`src/rtl/core/cisl_pkg.sv`:
```
// Shared types and constants of the compacting identifier slot list.
`timescale 1ns / 1ps
`default_nettype none

package cisl_pkg;

   localparam int IdentWidth       = 16;
   localparam int StatusWidth      = 2;
   localparam int OccupancyWidth   = 5;
   localparam int DEFAULT_CAPACITY = 16;

   localparam logic [IdentWidth-1:0] EMPTY_ID = '1;

   typedef enum logic {
      OP_ADD    = 1'b0,
      OP_REMOVE = 1'b1
   } op_type;

   typedef enum logic [StatusWidth-1:0] {
      ST_DONE      = 2'd0,
      ST_FULL      = 2'd1,
      ST_NOT_FOUND = 2'd2
   } status_type;

   // Command broadcast to every cell of the chain.
   typedef struct packed {
      logic                  valid;
      op_type                op;
      logic [IdentWidth-1:0] ident;
   } cmd_type;

   // Contents of one slot as it moves between neighboring cells.
   typedef struct packed {
      logic                  occupied;
      logic [IdentWidth-1:0] ident;
   } slot_type;

endpackage : cisl_pkg

`default_nettype wire

```
`src/rtl/core/cisl_cell.sv`:
```
// One slot cell of the list: match, hit chain, neighbor shift and append.
`timescale 1ns / 1ps
`default_nettype none

module cisl_cell (
   input  wire logic              clock,
   input  wire logic              reset,
   input  wire cisl_pkg::cmd_type cmd,
   input  wire logic              left_occupied,
   input  wire logic              hit_in,
   input  wire cisl_pkg::slot_type right_slot,
   output logic                   hit_out,
   output cisl_pkg::slot_type     slot
);
   import cisl_pkg::*;

   slot_type slot_ff;
   slot_type slot_in;
   logic     match;

   assign match   = (cmd.op == OP_REMOVE) && slot_ff.occupied && (slot_ff.ident == cmd.ident);
   assign hit_out = hit_in | match;
   assign slot    = slot_ff;

   always_comb begin
      slot_in = slot_ff;
      if (cmd.valid) begin
         if (cmd.op == OP_REMOVE) begin
            // This cell or a lower one matched: take the neighbor's slot.
            if (hit_out) begin
               slot_in = right_slot;
            end
         end else if (left_occupied && !slot_ff.occupied) begin
            // First empty slot of the list takes the new identifier.
            slot_in.occupied = 1'b1;
            slot_in.ident    = cmd.ident;
         end
      end
   end

   always_ff @(posedge clock) begin
      if (reset) begin
         slot_ff <= '{occupied: 1'b0, ident: EMPTY_ID};
      end else begin
         slot_ff <= slot_in;
      end
   end

endmodule : cisl_cell

`default_nettype wire

```
`src/rtl/core/compacting_id_slot_list.sv`:
```
// Top level of the compacting identifier slot list.
`timescale 1ns / 1ps
`default_nettype none

// Channel       Direction  Ports                              Handshake
// ------------  ---------  ---------------------------------  ------------------------------
// request       in         req_op, req_ident                  start high while busy is low
// response      out        rsp_status, rsp_occupancy          rsp_strobe, one cycle, no stall
//
// A request transaction is captured into a command register at the edge where it is
// accepted. At the next edge the row of cells updates and the response is registered, so
// the response passes the command register and then the response registers. A new
// transaction may be accepted in every cycle, and busy stays low. The cell row holds the
// slots; its hit chain from slot 0 upward sets the combinational depth of the update.
// Reset is synchronous and active high; it empties all slots and clears the count at once,
// so no clearing pass follows. The receiver cannot stall the response.
//
// Add writes the first empty slot, which is always the slot at the current count because
// the occupied slots stay packed at the low end. Remove finds the lowest occupied slot
// equal to the identifier; that cell and every cell above it take the contents of their
// upper neighbor in the same cycle, and the top cell becomes empty.

module compacting_id_slot_list #(
   parameter int CAPACITY = cisl_pkg::DEFAULT_CAPACITY
) (
   input  wire logic                              clock,
   input  wire logic                              reset,
   input  wire logic                              start,
   output logic                                   busy,
   input  wire logic                              req_op,
   input  wire logic [cisl_pkg::IdentWidth-1:0]   req_ident,
   output logic                                   rsp_strobe,
   output logic [cisl_pkg::StatusWidth-1:0]       rsp_status,
   output logic [cisl_pkg::OccupancyWidth-1:0]    rsp_occupancy
);
   import cisl_pkg::*;

   localparam int CountWidth = $clog2(CAPACITY + 1);
   localparam logic [CountWidth-1:0] CountFull = CountWidth'(CAPACITY);

   // Command register between the request port and the cell row.
   cmd_type cmd_ff;
   cmd_type cmd_in;

   // Number of occupied slots.
   logic [CountWidth-1:0] count_ff;
   logic [CountWidth-1:0] count_in;

   // Registered response.
   logic                       rsp_strobe_ff;
   logic                       rsp_strobe_in;
   status_type                 rsp_status_ff;
   status_type                 rsp_status_in;
   logic [OccupancyWidth-1:0]  rsp_occupancy_ff;
   logic [OccupancyWidth-1:0]  rsp_occupancy_in;

   // Links along the cell row.
   logic     hit_chain [CAPACITY+1];
   slot_type slots     [CAPACITY];
   logic     found;
   logic     full;
   logic [31:0] count_wide;

   assign busy = 1'b0;

   assign cmd_in.valid = start && !busy;
   assign cmd_in.op    = op_type'(req_op);
   assign cmd_in.ident = req_ident;

   assign hit_chain[0] = 1'b0;

   for (genvar i = 0; i < CAPACITY; i++) begin : g_cell
      logic     left_occupied;
      slot_type right_slot;

      if (i == 0) begin : g_first
         // Slot 0 has no lower neighbor; treat it as occupied so an empty list appends here.
         assign left_occupied = 1'b1;
      end else begin : g_inner
         assign left_occupied = slots[i-1].occupied;
      end

      if (i == CAPACITY - 1) begin : g_last
         assign right_slot = '{occupied: 1'b0, ident: EMPTY_ID};
      end else begin : g_upper
         assign right_slot = slots[i+1];
      end

      cisl_cell u_cell (
         .clock         (clock),
         .reset         (reset),
         .cmd           (cmd_ff),
         .left_occupied (left_occupied),
         .hit_in        (hit_chain[i]),
         .right_slot    (right_slot),
         .hit_out       (hit_chain[i+1]),
         .slot          (slots[i])
      );
   end

   assign found = hit_chain[CAPACITY];
   assign full  = (count_ff == CountFull);

   // Count update and response for the command held in the command register.
   always_comb begin
      count_in      = count_ff;
      rsp_strobe_in = cmd_ff.valid;
      rsp_status_in = ST_DONE;
      if (cmd_ff.valid) begin
         if (cmd_ff.op == OP_REMOVE) begin
            if (found) begin
               count_in = count_ff - CountWidth'(1);
            end else begin
               rsp_status_in = ST_NOT_FOUND;
            end
         end else begin
            if (full) begin
               rsp_status_in = ST_FULL;
            end else begin
               count_in = count_ff + CountWidth'(1);
            end
         end
      end
      // The occupancy field carries the low bits of the count only.
      count_wide       = 32'(count_in);
      rsp_occupancy_in = count_wide[OccupancyWidth-1:0];
   end

   always_ff @(posedge clock) begin
      if (reset) begin
         cmd_ff.valid     <= 1'b0;
         cmd_ff.op        <= OP_ADD;
         cmd_ff.ident     <= '0;
         count_ff         <= '0;
         rsp_strobe_ff    <= 1'b0;
         rsp_status_ff    <= ST_DONE;
         rsp_occupancy_ff <= '0;
      end else begin
         cmd_ff           <= cmd_in;
         count_ff         <= count_in;
         rsp_strobe_ff    <= rsp_strobe_in;
         rsp_status_ff    <= rsp_status_in;
         rsp_occupancy_ff <= rsp_occupancy_in;
      end
   end

   assign rsp_strobe    = rsp_strobe_ff;
   assign rsp_status    = rsp_status_ff;
   assign rsp_occupancy = rsp_occupancy_ff;

   // The occupied slots form a packed prefix, so slot 0 is occupied exactly when the list
   // is not empty.
   a_slot0_matches_count : assert property (@(posedge clock) disable iff (reset)
      slots[0].occupied == (count_ff != '0))
      else $error("slot 0 occupancy disagrees with the count");

   // The count never exceeds the number of slots.
   a_count_bounded : assert property (@(posedge clock) disable iff (reset)
      count_ff <= CountFull)
      else $error("count exceeds capacity");

   // A successful remove lowers the count by one.
   a_remove_decrements : assert property (@(posedge clock) disable iff (reset)
      (cmd_ff.valid && cmd_ff.op == OP_REMOVE && found)
      |=> count_ff == $past(count_ff) - CountWidth'(1))
      else $error("remove hit did not decrement the count");

   // A refused transaction leaves the count unchanged.
   a_refused_keeps_count : assert property (@(posedge clock) disable iff (reset)
      (rsp_strobe && (rsp_status == ST_FULL || rsp_status == ST_NOT_FOUND))
      |-> count_ff == $past(count_ff))
      else $error("refused transaction changed the count");

endmodule : compacting_id_slot_list

`default_nettype wire
```
`config.mk`:
```
export PLATFORM = sky130hd
export DESIGN_NAME = compacting_id_slot_list
export DESIGN_NICKNAME = d
export VERILOG_FILES = /design/src/rtl/core/cisl_pkg.sv /design/src/rtl/core/cisl_cell.sv /design/src/rtl/core/compacting_id_slot_list.sv
export SDC_FILE = /design/constraint.sdc
export NUM_CORES = 1
export LEC_CHECK = 0
export ABC_CLOCK_PERIOD_IN_PS = 2600
export BUFFER_PORTS_ARGS = -buffer_cell sky130_fd_sc_hd__buf_4
export CAP_MARGIN = 25
export CELL_PAD_IN_SITES_DETAIL_PLACEMENT = 1
export CELL_PAD_IN_SITES_GLOBAL_PLACEMENT = 2
export CORE_MARGIN = 3
export CORE_UTILIZATION = 25
export DETAILED_ROUTE_END_ITERATION = 16
export PLACE_DENSITY_LB_ADDON = 0.1
export SLEW_MARGIN = 30
export SYNTH_ARGS = -nofsm -noshare
export SYNTH_HDL_FRONTEND = slang
export SYNTH_SLANG_ARGS = --single-unit
```
`constraint.sdc`:
```
create_clock -name clock -period 2.6 [get_ports clock]
set_clock_uncertainty 0.15 [all_clocks]
set_input_delay 0.52 -clock clock [delete_from_list [all_inputs] [get_ports clock]]
set_output_delay 0.52 -clock clock [all_outputs]
set_load 0.05 [all_outputs]
```
==> out/qor.csv <==
stage,metric,value,unit
worst_setup_path,Worst Setup Start Kind,flop,
synthesis,asr flop ratio synth,0,%
clock_tree,CTS tree,built,
route,DRT iter0 DRCs,855,
place,pre-CTS setup slack,-806,ps
route,Via density,5.00,
synthesis,commonest cells in the netlist,"298 x dfxtp_1, 239 x nor2_1, 202 x xor2_1, 146 x nand2_1, 128 x o21bai_1",
power,Seq pwr share,38.2,%
flow_run,max-capacitance violation count,0,
floorplan,Core Area,0.0637,sq mm
timing,Max Freq,0.334,GHz
power,Clock power frac,44.8,%
global_routing,global-route wire length before repair,115,mm
cells_and_area,area grow syn2layout,43.6,%
synthesis,Post-synth EDFFs,0,
floorplan,die height,261,um
synthesis,syn nets,1966,
synthesis,synthesized flop and latch total,298,
clock_tree,Clock Tree Root,clkbuf_16,
status,status,"complete, but fails checks",
timing,RSZ-0062 raised after global routing,yes,
synthesis,mapped cell area,0.0162,sq mm
floorplan,Die ar.,0.0680,sq mm
timing,pins over their slew limit,0,
synthesis,register area share after synthesis,36.7,%
timing,# setup viols final,277,
synthesis,synth top area cells,"dfxtp_1 37%, xor2_1 11%, o21bai_1 5.9%",
power,Max VDD drop,0.000351,V
route,Post-Route WL,78.4,mm
place,Post-DP HPWL,55.5,mm
route,Post-route DRC,0,
timing,setup ws final,-391,ps
synthesis,Synth top area share,36.7,%
place,port bufs,27,
worst_setup_path,endpoint type of the worst setup path,flop,
synthesis,"Avg Cell Area, Syn",8.36,sq um
cells_and_area,utilization after layout,36.6,%
route,post-route ant nets,0,
timing,Final Hold Viols,0,
timing,minimum clock period after layout,2990,ps
place,GPL Wtd Cong,0.860,
floorplan,Die W,261,um
worst_setup_path,Crit Path Category,reg -> reg,
timing,Slew headroom,44.4,%
worst_setup_path,CP Data Arrival Time,3280,ps
synthesis,top-count cell post-synth,dfxtp_1,
synthesis,cell count after synthesis,1942,
cells_and_area,FILL cells,7367,
synthesis,Ys Warns,0,
status,failing checks,negative setup slack,
worst_setup_path,CP Max Fanout,8,
power,combinational power share,17.0,%
global_routing,initial antenna violation count,2,
cells_and_area,layout cells sized above 1,29.9,%
clock_tree,CTS sink count,298,
floorplan,Site Rows,92,
floorplan,IO Count,29,
route,Wirelength per Cell,24.9,um
global_routing,largest net degree at the start of global routing,87,
route,via count,15700,
power,switching power,3.68,mW
power,switch share,28.7,%
power,pwr dens,549,mW/mm^2
global_routing,Congestion Overflow GR,0,
cells_and_area,Nets,2301,
timing,worst-margin pin slew,832,ps
clock_tree,Num CTS Buffers,41,
synthesis,synth unique cells,64,
global_routing,vias in the first global route,16300,
worst_hold_path,HP Class,in -> reg,
clock_tree,"Reg clk slew, reported paths",60,ps
route,1st-pass router iterations,4,
global_routing,Total GRT Usage,22.9,%
clock_tree,worst-case clock buffer depth,3,
synthesis,cell taking the most area after synthesis,dfxtp_1,
clock_tree,H-tree depth,2,
timing,final period utilization,115,%
cells_and_area,antenna diode count,0,
synthesis,Post-synth top flop,dfxtp_1,
worst_setup_path,"Data required, critical path",2880,ps
clock_tree,clk_lat worst skew,560,ps
power,Internal,9.12,mW
power,Power Total,12.8,mW
power,P_leak,9.51,nW
floorplan,initial core utilization,25.5,%
-- cell usage in the layout (no fill, tap or decap), types with 5 or more instances in the layout --
cell	Yosys	final
xor2_2	0	14
nand3_1	50	48
a2111oi_2	8	6
a211o_1	48	48
dfxtp_1	298	288
and3_4	0	16
o21bai_1	128	128
nor4_1	53	30
nor2b_2	0	9
nor3_1	53	48
nor4_4	0	7
mux2i_1	32	32
clkbuf_16	0	43
a21oi_2	1	5
nor2b_1	39	30
clkbuf_1	89	9
nand2_1	146	145
buf_4	30	357
xnor2_1	57	56
clkbuf_8	0	6
nor4_2	1	17
o21ai_0	27	9
and3_1	112	96
a21oi_1	94	88
buf_6	13	31
inv_1	10	10
nand2b_1	5	5
nor2_1	239	233
o21ai_2	0	18
dfxtp_2	0	8
clkinv_2	0	6
xor2_1	202	186
buf_16	0	8
a21o_1	5	5
a211oi_1	71	67
a2111oi_4	0	9
nand4_1	26	26
buf_12	0	61
-- kinds of logic after synthesis --
logic type	share of synthesized area, %
AOI/OAI and AO/OA	19.1
xor gates and xnor gates	14.0
adders and majority gates	0.354
buffers and inverters	5.79
DFF	36.7
muxes	1.97
other	0.0231
and+or+nand+nor	22.0
-- worst max-delay path: stages (launching register included) --
cell and delay, ps:
dfxtp_2 330, buf_12 140, buf_4 130, xor2_1 140
nor4_2 300, nand4_1 240, o22ai_4 230, buf_6 150
buf_6 110, nor2_4 40, buf_12 130, a211oi_4 200
buf_6 180, clkbuf_16 160, and3_1 150, o21bai_1 50
-- sequential cells by signal, indices dropped and copies added (netlist names) --
register,flops
cmd_ff,17
rsp_strobe_in,1
rsp_strobe,1
g_cell.u_cell.slot,272
rsp_status,2
rsp_occupancy,5
-- power groups by stage --
| stage | combinational [mW] | sequential (mW) | clock [mW] |
|---|---|---|---|
| after floorplan | 0.995 | 4.95 | 0 |
| after global placement | 1.91 | 4.97 | 0 |
| after detailed placement | 1.92 | 4.97 | 0 |
| after CTS | 2.14 | 4.88 | 5.87 |
| after global routing | 2.31 | 4.90 | 6.08 |
| final | 2.17 | 4.88 | 5.74 |
-- path summary, 6_finish.rpt --
path / start / slack (ps) / depth (start not counted) / to
worst max register to register: cmd_ff[11] / -390 / 15 / g_cell[5].u_cell.slot[8]
worst max-delay path: cmd_ff[11] / -390 / 15 / g_cell[5].u_cell.slot[8]
worst min register to register: g_cell[0].u_cell.slot[10] / 330 / 1 / g_cell[0].u_cell.slot[10]
worst min-delay path: start / 20 / 2 / rsp_strobe_in
-- layout make-up --
class | count | area (sq um) | share of cell area, %
inverter | 12 | 45.0 | 0.193
clock inverter | 13 | 174 | 0.746
sequential | 298 | 5980 | 25.7
tap | 846 | 1060 | 4.54
timing repair buffer | 465 | 4620 | 19.8
clock buffer | 56 | 1140 | 4.90
multi-input combinational | 1459 | 10300 | 44.1
-- what timing repair did --
action | CTS | global route
setup buffers | 38 | 10
hold buffers | 1 | 0
hold endpoints to repair | 1 | 0
pin swaps | 58 | 26
gates resized for setup | 194 | 46
gates cloned | 15 | 2
endpoints found under the setup margin | 260 | 277
-- stage by stage --
step / instances / TNS, ps / hold WS (ps) / instance area (sq um)
after global placement: 3018 / -132120 / 317 / 20100
after detailed placement: 3018 / -136600 / 320 / 20100
after global routing: 3149 / -102950 / 9.09 / 23300
after floorplan: 1942 / -28.4 / 306 / 16300
final: 3149 / -73500 / 23.1 / 23300
after CTS: 3141 / -74400 / 0.443 / 23100
-- per-layer routing --
layer | share of wire [%] | GRT usage, %
met5 | 0 | 0
met4 | 1.4 | 4.06
met3 | 2.8 | 2.53
met2 | 45 | 36.5
met1 | 51 | 33.4
No activity file was read; power rests on OpenSTA's default activity.
